==> config.mk <==
export PLATFORM = sky130hd
export DESIGN_NAME = stack_with_sorted_dump
export DESIGN_NICKNAME = d
export VERILOG_FILES = /design/src/swsd_pkg.sv /design/src/swsd_ram.sv /design/src/stack_with_sorted_dump.sv
export SDC_FILE = /design/constraint.sdc
export NUM_CORES = 1
export LEC_CHECK = 0
export ABC_CLOCK_PERIOD_IN_PS = 6600
export BUFFER_PORTS_ARGS = -buffer_cell sky130_fd_sc_hd__buf_2
export CAP_MARGIN = 20
export CORE_ASPECT_RATIO = 0.5
export CORE_MARGIN = 2
export CORE_UTILIZATION = 45
export CTS_CLUSTER_DIAMETER = 50
export DETAILED_ROUTE_END_ITERATION = 8
export PLACE_DENSITY = 0.76
export SKIP_CTS_REPAIR_TIMING = 1
export SYNTH_ARGS = -nofsm -noshare
export SYNTH_HDL_FRONTEND = slang
export SYNTH_SLANG_ARGS = --single-unit
export TNS_END_PERCENT = 10
==> constraint.sdc <==
create_clock -name aclk -period 6.6 [get_ports aclk]
set_clock_uncertainty 0.15 [all_clocks]
set_input_delay 0 -clock aclk [delete_from_list [all_inputs] [get_ports aclk]]
set_output_delay 0 -clock aclk [all_outputs]
set_load 0.02 [all_outputs]
==> src/swsd_pkg.sv <==
`default_nettype none

package swsd_pkg;

    localparam int DEPTH_DEFAULT = 16;
    localparam int CODE_W = 8;
    localparam int OP_W = 2;
    localparam int STATUS_W = 2;

    localparam logic [CODE_W-1:0] MAX_CODE_RESET = 8'd11;

    typedef enum logic [OP_W-1:0] {
        OP_PUSH = 2'd0,
        OP_POP  = 2'd1,
        OP_DUMP = 2'd2,
        OP_NONE = 2'd3
    } op_t;

    typedef enum logic [STATUS_W-1:0] {
        ST_OK    = 2'd0,
        ST_FULL  = 2'd1,
        ST_EMPTY = 2'd2,
        ST_BAD   = 2'd3
    } status_t;

    localparam logic [2:0] REG_MAX_CODE_ADDR = 3'd0;

endpackage

`default_nettype wire

==> src/swsd_ram.sv <==
`default_nettype none

module swsd_ram #(
    parameter int WIDTH = 8,
    parameter int DEPTH = 16
) (
    input  wire logic                     aclk,
    input  wire logic                     wr_en,
    input  wire logic [$clog2(DEPTH)-1:0] wr_addr,
    input  wire logic [WIDTH-1:0]         wr_data,
    input  wire logic                     rd_en,
    input  wire logic [$clog2(DEPTH)-1:0] rd_addr,
    output logic      [WIDTH-1:0]         rd_data
);

    logic [WIDTH-1:0] mem [DEPTH];

    always_ff @(posedge aclk) begin
        if (wr_en) begin
            mem[wr_addr] <= wr_data;
        end
        if (rd_en) begin
            rd_data <= mem[rd_addr];
        end
    end

endmodule

`default_nettype wire

==> src/stack_with_sorted_dump.sv <==
`default_nettype none

// channel  | direction | handshake        | payload
// s_       | in        | tvalid / tready  | tdata: operation, item_code
// m_       | out       | tvalid / tready  | tdata: data_out, tuser: status, tlast
// apb      | in        | psel / penable   | max_code at byte address 0
//
// push, and pop or dump of an empty stack, go through S_PUT; pop first reads the
// entry ram in S_POPRD; S_PUT and S_EMIT wait on the result register
// sorted dump of n codes: one scan pass of the entry ram (S_SCAN, then S_WAIT)
// per distinct value, then S_EMIT for each result of that value; the single ram
// read port and the one compare unit set this order
// reset (aresetn low, synchronous) empties the stack and sets max_code to 11
// the result register holds a transfer while m_tready is low; no new request is
// taken until the current one has placed its last result

module stack_with_sorted_dump #(
    parameter int DEPTH = swsd_pkg::DEPTH_DEFAULT
) (
    input  wire logic        aclk,
    input  wire logic        aresetn,

    input  wire logic        s_tvalid,
    output logic             s_tready,
    input  wire logic [15:0] s_tdata,   // [1:0] operation, [9:2] item_code

    output logic             m_tvalid,
    input  wire logic        m_tready,
    output logic [7:0]       m_tdata,   // [7:0] data_out
    output logic [1:0]       m_tuser,   // [1:0] status
    output logic             m_tlast,

    input  wire logic        psel,
    input  wire logic        penable,
    input  wire logic        pwrite,
    input  wire logic [2:0]  paddr,
    input  wire logic [31:0] pwdata,
    output logic [31:0]      prdata,
    output logic             pready
);

    localparam int AW = $clog2(DEPTH);
    localparam int CW = $clog2(DEPTH + 1);
    localparam int DW = swsd_pkg::CODE_W;

    typedef enum logic [5:0] {
        S_IDLE  = 6'b000001,
        S_PUT   = 6'b000010,
        S_POPRD = 6'b000100,
        S_SCAN  = 6'b001000,
        S_WAIT  = 6'b010000,
        S_EMIT  = 6'b100000
    } state_t;

    state_t state_reg, state_next;

    logic [CW-1:0] fill_reg, fill_next;
    logic [DW-1:0] max_code_reg, max_code_next;

    logic                     out_valid_reg, out_valid_next;
    swsd_pkg::status_t        out_status_reg, out_status_next;
    logic [DW-1:0]            out_data_reg, out_data_next;
    logic                     out_last_reg, out_last_next;

    swsd_pkg::status_t        res_status_reg, res_status_next;
    logic [DW-1:0]            res_data_reg, res_data_next;

    logic [AW-1:0] idx_reg, idx_next;
    logic          vld_reg, vld_next;
    logic [DW:0]   min_reg, min_next;
    logic [CW-1:0] cnt_reg, cnt_next;
    logic [DW-1:0] lo_reg, lo_next;
    logic          lo_valid_reg, lo_valid_next;
    logic [CW-1:0] emit_cnt_reg, emit_cnt_next;

    logic              wr_en;
    logic [AW-1:0]     wr_addr;
    logic              rd_en;
    logic [AW-1:0]     rd_addr;
    logic [DW-1:0]     rd_data;

    swsd_pkg::op_t     in_op;
    logic [DW-1:0]     in_code;
    logic              s_accept;
    logic              out_free;
    logic              is_full;
    logic              is_empty;
    logic              code_bad;
    logic [CW-1:0]     fill_dec;
    logic [AW-1:0]     last_idx;
    logic              above;
    logic              last_item;
    logic              cfg_write;

    assign in_op    = swsd_pkg::op_t'(s_tdata[1:0]);
    assign in_code  = s_tdata[9:2];
    assign s_tready = (state_reg == S_IDLE);
    assign s_accept = s_tvalid && s_tready;
    assign out_free = !out_valid_reg || m_tready;
    assign is_full  = (fill_reg == CW'(DEPTH));
    assign is_empty = (fill_reg == '0);
    assign code_bad = (in_code == '0) || (in_code > max_code_reg);
    assign fill_dec = fill_reg - 1'b1;
    assign last_idx = fill_dec[AW-1:0];
    assign above    = !lo_valid_reg || (rd_data > lo_reg);
    assign last_item = (CW'(emit_cnt_reg + 1'b1) == fill_reg);

    assign m_tvalid = out_valid_reg;
    assign m_tdata  = out_data_reg;
    assign m_tuser  = out_status_reg;
    assign m_tlast  = out_last_reg;

    assign pready    = 1'b1;
    assign cfg_write = psel && penable && pwrite && pready;
    assign prdata    = (paddr[2] == swsd_pkg::REG_MAX_CODE_ADDR[2])
                       ? {24'd0, max_code_reg} : 32'd0;

    swsd_ram #(
        .WIDTH (DW),
        .DEPTH (DEPTH)
    ) u_entries (
        .aclk    (aclk),
        .wr_en   (wr_en),
        .wr_addr (wr_addr),
        .wr_data (in_code),
        .rd_en   (rd_en),
        .rd_addr (rd_addr),
        .rd_data (rd_data)
    );

    always_comb begin
        state_next      = state_reg;
        fill_next       = fill_reg;
        max_code_next   = max_code_reg;
        out_valid_next  = out_valid_reg;
        out_status_next = out_status_reg;
        out_data_next   = out_data_reg;
        out_last_next   = out_last_reg;
        res_status_next = res_status_reg;
        res_data_next   = res_data_reg;
        idx_next        = idx_reg;
        vld_next        = 1'b0;
        min_next        = min_reg;
        cnt_next        = cnt_reg;
        lo_next         = lo_reg;
        lo_valid_next   = lo_valid_reg;
        emit_cnt_next   = emit_cnt_reg;
        wr_en           = 1'b0;
        wr_addr         = fill_reg[AW-1:0];
        rd_en           = 1'b0;
        rd_addr         = idx_reg;

        if (cfg_write && paddr[2] == swsd_pkg::REG_MAX_CODE_ADDR[2]) begin
            max_code_next = pwdata[DW-1:0];
        end

        if (out_valid_reg && m_tready) begin
            out_valid_next = 1'b0;
        end

        // shared compare unit: smallest value above the previous one, with count
        if (vld_reg && above) begin
            if ({1'b0, rd_data} < min_reg) begin
                min_next = {1'b0, rd_data};
                cnt_next = CW'(1);
            end else if ({1'b0, rd_data} == min_reg) begin
                cnt_next = CW'(cnt_reg + 1'b1);
            end
        end

        case (state_reg)
            S_IDLE: begin
                if (s_accept) begin
                    res_data_next = '0;
                    case (in_op)
                        swsd_pkg::OP_PUSH: begin
                            state_next = S_PUT;
                            if (is_full) begin
                                res_status_next = swsd_pkg::ST_FULL;
                            end else if (code_bad) begin
                                res_status_next = swsd_pkg::ST_BAD;
                            end else begin
                                res_status_next = swsd_pkg::ST_OK;
                                wr_en     = 1'b1;
                                fill_next = CW'(fill_reg + 1'b1);
                            end
                        end
                        swsd_pkg::OP_POP: begin
                            if (is_empty) begin
                                res_status_next = swsd_pkg::ST_EMPTY;
                                state_next      = S_PUT;
                            end else begin
                                res_status_next = swsd_pkg::ST_OK;
                                rd_en      = 1'b1;
                                rd_addr    = last_idx;
                                fill_next  = fill_dec;
                                state_next = S_POPRD;
                            end
                        end
                        swsd_pkg::OP_DUMP: begin
                            if (is_empty) begin
                                res_status_next = swsd_pkg::ST_EMPTY;
                                state_next      = S_PUT;
                            end else begin
                                lo_valid_next = 1'b0;
                                emit_cnt_next = '0;
                                idx_next      = '0;
                                min_next      = '1;
                                cnt_next      = '0;
                                state_next    = S_SCAN;
                            end
                        end
                        default: begin
                            state_next = S_IDLE;
                        end
                    endcase
                end
            end
            S_POPRD: begin
                res_data_next = rd_data;
                state_next    = S_PUT;
            end
            S_PUT: begin
                if (out_free) begin
                    out_valid_next  = 1'b1;
                    out_status_next = res_status_reg;
                    out_data_next   = res_data_reg;
                    out_last_next   = 1'b1;
                    state_next      = S_IDLE;
                end
            end
            S_SCAN: begin
                rd_en    = 1'b1;
                vld_next = 1'b1;
                idx_next = AW'(idx_reg + 1'b1);
                if (idx_reg == last_idx) begin
                    state_next = S_WAIT;
                end
            end
            S_WAIT: begin
                state_next = S_EMIT;
            end
            S_EMIT: begin
                if (out_free) begin
                    out_valid_next  = 1'b1;
                    out_status_next = swsd_pkg::ST_OK;
                    out_data_next   = min_reg[DW-1:0];
                    out_last_next   = last_item;
                    emit_cnt_next   = CW'(emit_cnt_reg + 1'b1);
                    cnt_next        = CW'(cnt_reg - 1'b1);
                    if (cnt_reg == CW'(1)) begin
                        if (last_item) begin
                            state_next = S_IDLE;
                        end else begin
                            lo_next       = min_reg[DW-1:0];
                            lo_valid_next = 1'b1;
                            min_next      = '1;
                            cnt_next      = '0;
                            idx_next      = '0;
                            state_next    = S_SCAN;
                        end
                    end
                end
            end
            default: begin
                state_next = S_IDLE;
            end
        endcase
    end

    always_ff @(posedge aclk) begin
        if (!aresetn) begin
            state_reg     <= S_IDLE;
            fill_reg      <= '0;
            max_code_reg  <= swsd_pkg::MAX_CODE_RESET;
            out_valid_reg <= 1'b0;
            vld_reg       <= 1'b0;
        end else begin
            state_reg     <= state_next;
            fill_reg      <= fill_next;
            max_code_reg  <= max_code_next;
            out_valid_reg <= out_valid_next;
            vld_reg       <= vld_next;
        end
    end

    always_ff @(posedge aclk) begin
        out_status_reg <= out_status_next;
        out_data_reg   <= out_data_next;
        out_last_reg   <= out_last_next;
        res_status_reg <= res_status_next;
        res_data_reg   <= res_data_next;
        idx_reg        <= idx_next;
        min_reg        <= min_next;
        cnt_reg        <= cnt_next;
        lo_reg         <= lo_next;
        lo_valid_reg   <= lo_valid_next;
        emit_cnt_reg   <= emit_cnt_next;
    end

    a_fill_bound: assert property (@(posedge aclk) disable iff (!aresetn)
        fill_reg <= CW'(DEPTH))
        else $error("fill count above depth");

    a_emit_has_value: assert property (@(posedge aclk) disable iff (!aresetn)
        state_reg == S_EMIT |-> (cnt_reg != '0) && (emit_cnt_reg < fill_reg))
        else $error("dump emit with no pending value");

    a_scan_nonempty: assert property (@(posedge aclk) disable iff (!aresetn)
        state_reg == S_SCAN |-> fill_reg != '0)
        else $error("scan of empty stack");

    a_push_grows: assert property (@(posedge aclk) disable iff (!aresetn)
        (s_accept && in_op == swsd_pkg::OP_PUSH && !is_full && !code_bad)
        |=> fill_reg == CW'($past(fill_reg) + 1'b1))
        else $error("accepted push did not grow the stack");

    a_dump_holds_fill: assert property (@(posedge aclk) disable iff (!aresetn)
        (state_reg == S_SCAN || state_reg == S_WAIT || state_reg == S_EMIT)
        |=> $stable(fill_reg))
        else $error("stack changed during dump");

endmodule

`default_nettype wire

* After elaboration in Yosys (flattened, before gate mapping)
Memories as Yosys holds them, arrays and structs flattened. A register that Yosys moved wholly into a read port is not among the register bits. Index checks and enable logic that the tools add are counted.
Storage, ports and cells: logic and storage cells 171, bits in registers 74, bits in writable memories 128, memories 1, output and inout bits 46, bits of input ports 58
Operators by class: reductions and logical operators 30, add/subtract/negate cells 6, bitwise logic cells 2, $lt $le $gt $ge 3, eq/ne operators 25, mux-type cells 88
Memory list:
- u_entries.mem | depth 16, bits a word 8, read ports 1, clocked after Yosys merged registers in 1, write ports 1, RTL line swsd_ram.sv:16 | logic [WIDTH-1:0] mem [DEPTH];
Operators by type and width (count):
- $mux W5 | 16
- $mux W9 | 8
- $mux W4 | 12
- $pmux W6 S6 | 1
- $mux W8 | 4
- $pmux W8 S2 | 2
- $mux W6 | 5
- $pmux W5 S2 | 3
- $pmux W4 S3 | 2
- $mux W1 | 22
- $ne A2 B2 Y1 const B | 10
- $pmux W9 S2 | 1
- $gt A8 B8 Y1 | 2
- $add A5 B1 Y5 const B | 3
- $reduce_and A7 Y1 | 2
- $mux W2 | 6
- $reduce_and A5 Y1 | 2
- $sub A5 B1 Y5 const B | 2
- $eq A8 B9 Y1 | 1
- $lt A8 B9 Y1 | 1
- $logic_not A8 Y1 | 1
- $reduce_and A4 Y1 | 2
- $reduce_bool A2 Y1 | 4
- $eq A6 B1 Y1 const B | 1
- other kinds (28) | 41

* Depth between registers and ports, before layout
word-level depth 9, gate-level depth with buffers 13, mapped depth without buffers 9

* By module
Synthesis repeated with hierarchy kept, for this count alone.
Second synthesis, totals: cell total of the unflattened synthesis 730, area total of the unflattened synthesis 9905.8 µm²
By module, submodules not included:
- swsd_ram | sequential area each 4083.9 µm², cells each 229, area each 5227.5 µm², instances 1
- stack_with_sorted_dump | sequential area each 1871.8 µm², cells each 501, area each 4678.2 µm², instances 1

* Worst setup path after synthesis
No wires, ideal clock.
path kind reg2reg, start point register fill_reg[0], end point register u_entries.rd_data[5] (read register of u_entries.mem) (data pin), buffers on the path 4, stages on the path, launching flop included 14, data required time 6.184 ns, setup slack 3.493 ns, library setup time 0.266 ns, clock period less this slack 3.107 ns, data arrival time 2.691 ns, cells stage by stage dfxtp_1 -> buf_2 -> inv_1 -> ha_1 -> or4b_1 -> buf_2 -> nand4_4 -> mux2i_2 -> buf_6 -> buf_6 -> mux2i_1 -> nand2_1 -> a21oi_1 -> a211oi_2
On the way: cells in the longest elaborated chain, start to end 5, elaborated cells between the ends (all ways) 10, classes of those cells 1 x add/sub; 8 x mux; 1 x reduce/logical
Ends and longest elaborated chain:
- from (decl) | RTL line stack_with_sorted_dump.sv:57 | logic [CW-1:0] fill_reg, fill_next;
- from (signal assigned) | RTL line stack_with_sorted_dump.sv:280 | fill_reg <= fill_next;
- $sub A5 B1 Y5 / $logic_not A5 Y1 (equally long branches) | RTL line stack_with_sorted_dump.sv:103, stack_with_sorted_dump.sv:101
- $mux W4 / $mux W1 (equally long branches) | RTL line stack_with_sorted_dump.sv:189 | if (is_empty) begin
- $mux W4 / $mux W1 (equally long branches) | RTL line stack_with_sorted_dump.sv:175 | case (in_op)
- $mux W4 / $mux W1 (equally long branches) | RTL line stack_with_sorted_dump.sv:173 | if (s_accept) begin
- $mux W4 / $pmux W1 S2 (equally long branches) | RTL line stack_with_sorted_dump.sv:171 | case (state_reg)
- to (decl) | RTL line swsd_ram.sv:13 | output logic [WIDTH-1:0] rd_data
Several ways; a longest one is shown, not always the timed one. A chain may end at the register's enable or synchronous reset.

* Final worst setup path
start point register fill_reg[0], end point register u_entries.rd_data[1] (read register of u_entries.mem) (data pin)
Same word-level chain as after synthesis.

==> results.md <==
- Outcome: complete, but fails checks
- Failing checks: negative hold slack
- Wire per inst: 18.3 um
- Number of DRC markers in iteration 0: 669
- Worst Path Class, Setup: reg -> reg
- Net count, final: 1,024
- Fraction of layout cells with a size suffix above 1: 12.3%
- Ports: 104
- Register area: 5960 um^2
- Cell count after synthesis: 856
- CTS Buf Count: 21
- Tot Pwr: 3.13 mW
- Routed wire length: 22.6 mm
- Root buffer cell: clkbuf_16
- Post-synth EDFFs: 175
- Setup Viol. Count Final: 0
- Grt ovf: 0
- Util after Layout: 52.1%
- Filler cells: 1,798
- Initial Utilization: 46.1%
- CP max stage cell: mux2i_2
- Tcrit/Tclk final: 64.7%
- Sum of negative setup slack: 0 ns
- Worst setup SP type: flip-flop
- Area share of the largest cell type after synthesis: 52.2%
- Vias per inst: 5.55
- Vias in the first global route: 6,564
- Final hold viol count: 1
- Max Clock Freq: 234 MHz
- Largest net degree at the start of global routing: 29
- Comb pwr share: 15.2%
- CTS tree: built
- Synth Flop Type: edfxtp_1
- Setup WS post-layout: 2.33 ns
- Final hold slack: -0.0455 ns
- Synthesis-stage register bit count: 210
- Worst slew margin: 25.3%
- Worst EP arrival: 4.35 ns
- Die width: 215 um
- Diodes inserted: 0
- Commonest cells after routing, fill and taps aside: edfxtp_1, nand2_1, nor2_1, buf_2, inv_1
- Register area share after synthesis: 59.2%
- Sw Share: 26.2%
- Routed Antenna Nets: 0
- Pwr Density: 275 nW/um^2
- Max stage delay on crit path: 0.96 ns
- Largest area contributor in the netlist: edfxtp_1
- VDD IR-drop max: 0.160 mV
- Post-synth ARST share: 0%
- Area of the mapped netlist: 10,100 um^2
- Drt first pass iters: 7
- Pins Over Slew Limit: 0
- Post-place setup slack: 2.44 ns
- Commonest non-fill, non-tap cell in the layout: edfxtp_1
- Drc violations: 0
- Maximum clock path buffer count: 3
- Crit end category: flip-flop
- First-pass GRT wire length: 34.7 mm
- MaxCap Viol Count: 0
- GRT Util Overall: 18.7%
- RSZ-0062 raised after global routing: false
- Share of power burned in the clock network: 36.3%
- Area Overhead vs Synth: 13.1%
- Leak pwr: 4.33 nW
- Die ar.: 23,600 um^2
- DR vias: 6,862
- DP HPWL: 14.9 mm
- Syn Area/Cell: 11.8 um^2
- Insertion delay to the later sink of the worst-skew pair: 0.50 ns
- Crit-path cells: inv_1 -> ha_1 -> or4b_1 -> nand4_4 -> mux2i_2 -> and4b_1 -> nand3_1 -> o211ai_1 -> a211oi_2
- Std-Cell Rows: 38
- Max reg flops: 128
- Number of clock sinks: 210
- Chip Height: 110 um
- Port-buffer cells: 46
- H-tree depth: 1
- Worst EP required: 6.68 ns
- Int Power: 2.31 mW
- Antenna violations before repair: 0
- Ys Warns: 0
- Setup slack, reg-to-reg: 2.33 ns
- Seq pwr share: 48.5%
- Hold Path Class: in -> reg
- Tmin final: 4.27 ns
- Core area: 21,800 um^2
- Sw power: 0.819 mW
- Highest net fanout along the worst path: 17
- Netlist cell types: 72
- Worst-path clk slew: 0.07 ns
- Worst-Margin Slew: 1.10 ns
- Final GP Congestion: 0.906
- Synth top area cells: edfxtp_1, dfxtp_1, ha_1
- Multi-input logic area: 3690 um^2
## final timing paths
kind / from / end / cells past startpoint
setup / recovery: fill_reg[0] / u_entries.rd_data[1] / 9
hold / removal: penable / max_code_reg[6] / 4
hold reg to reg: min_reg[7] / lo_reg[7] / 0
setup reg to reg: fill_reg[0] / u_entries.rd_data[1] / 9
## worst max-delay path, delay by kind of cell (launching register included)
| family | cells | cell delay, ns |
|---|---|---|
| simple gates | 4 | 1.64 |
| flops | 1 | 0.47 |
| buf+inv | 1 | 0.23 |
| mux | 1 | 0.96 |
| compound gates | 2 | 0.28 |
| fa+ha+maj | 1 | 0.26 |
## synthesized netlist by cell type (all sizes together), types with 4 or more instances
cell and count:
edfxtp 175, nand2 120, nor2 84, buf 41
inv 40, ha 38, dfxtp 35, mux2i 32
o21ai 31, a21oi 30, nand3 26, and2 14
o221a 14, clkbuf 13, nand4 12, o211ai 12
xor2 12, nor3 11, a211oi 8, a22oi 8
nor2b 8, nor4 8, xnor2 8, o22ai 7
nand2b 6, a21o 4, a41oi 4, and3 4
mux2 4, nand3b 4, nor3b 4
## metrics by stage
stage,cell area (um^2),std cells
final,11400,1237
after global routing,11400,1237
after CTS,11100,1205
after detailed placement,10400,1173
after global placement,10400,1173
after floorplan,10100,879
## layer usage
| layer | wire length, um | GRT usage (%) |
|---|---|---|
| met5 | 0 | 0 |
| met1 | 9520 | 24.1 |
| met2 | 11000 | 33.3 |
| met4 | 336 | 4.19 |
| met3 | 1760 | 3.51 |
## power by group through the flow
stage	sequential (mW)	clock, mW	combinational [mW]
finish	1.52	1.14	0.474
global route	1.52	1.20	0.516
CTS	1.52	1.15	0.456
detailed placement	1.54	0	0.452
global placement	1.54	0	0.437
floorplan	1.53	0	0.358
## cell type report
| class | count | area share [%] |
|---|---|---|
| tap | 300 | 3.30 |
| timing repair buffer | 80 | 4.95 |
| clock buffer | 21 | 4.62 |
| sequential | 210 | 52.4 |
| inverter | 40 | 1.32 |
| multi-input combinational | 575 | 32.5 |
| clock inverter | 11 | 0.957 |
## cells by family after synthesis
group | synth area share (%)
XOR/XNOR | 2.04
flip-flops | 59.2
AND/OR/NAND/NOR | 15.0
multiplexers | 3.78
buffers and inverters | 4.93
adder cells (fa/ha/maj) | 4.73
other | 0.0747
AO/OA/AOI/OAI | 10.3
No activity file was read; power rests on OpenSTA's default activity.
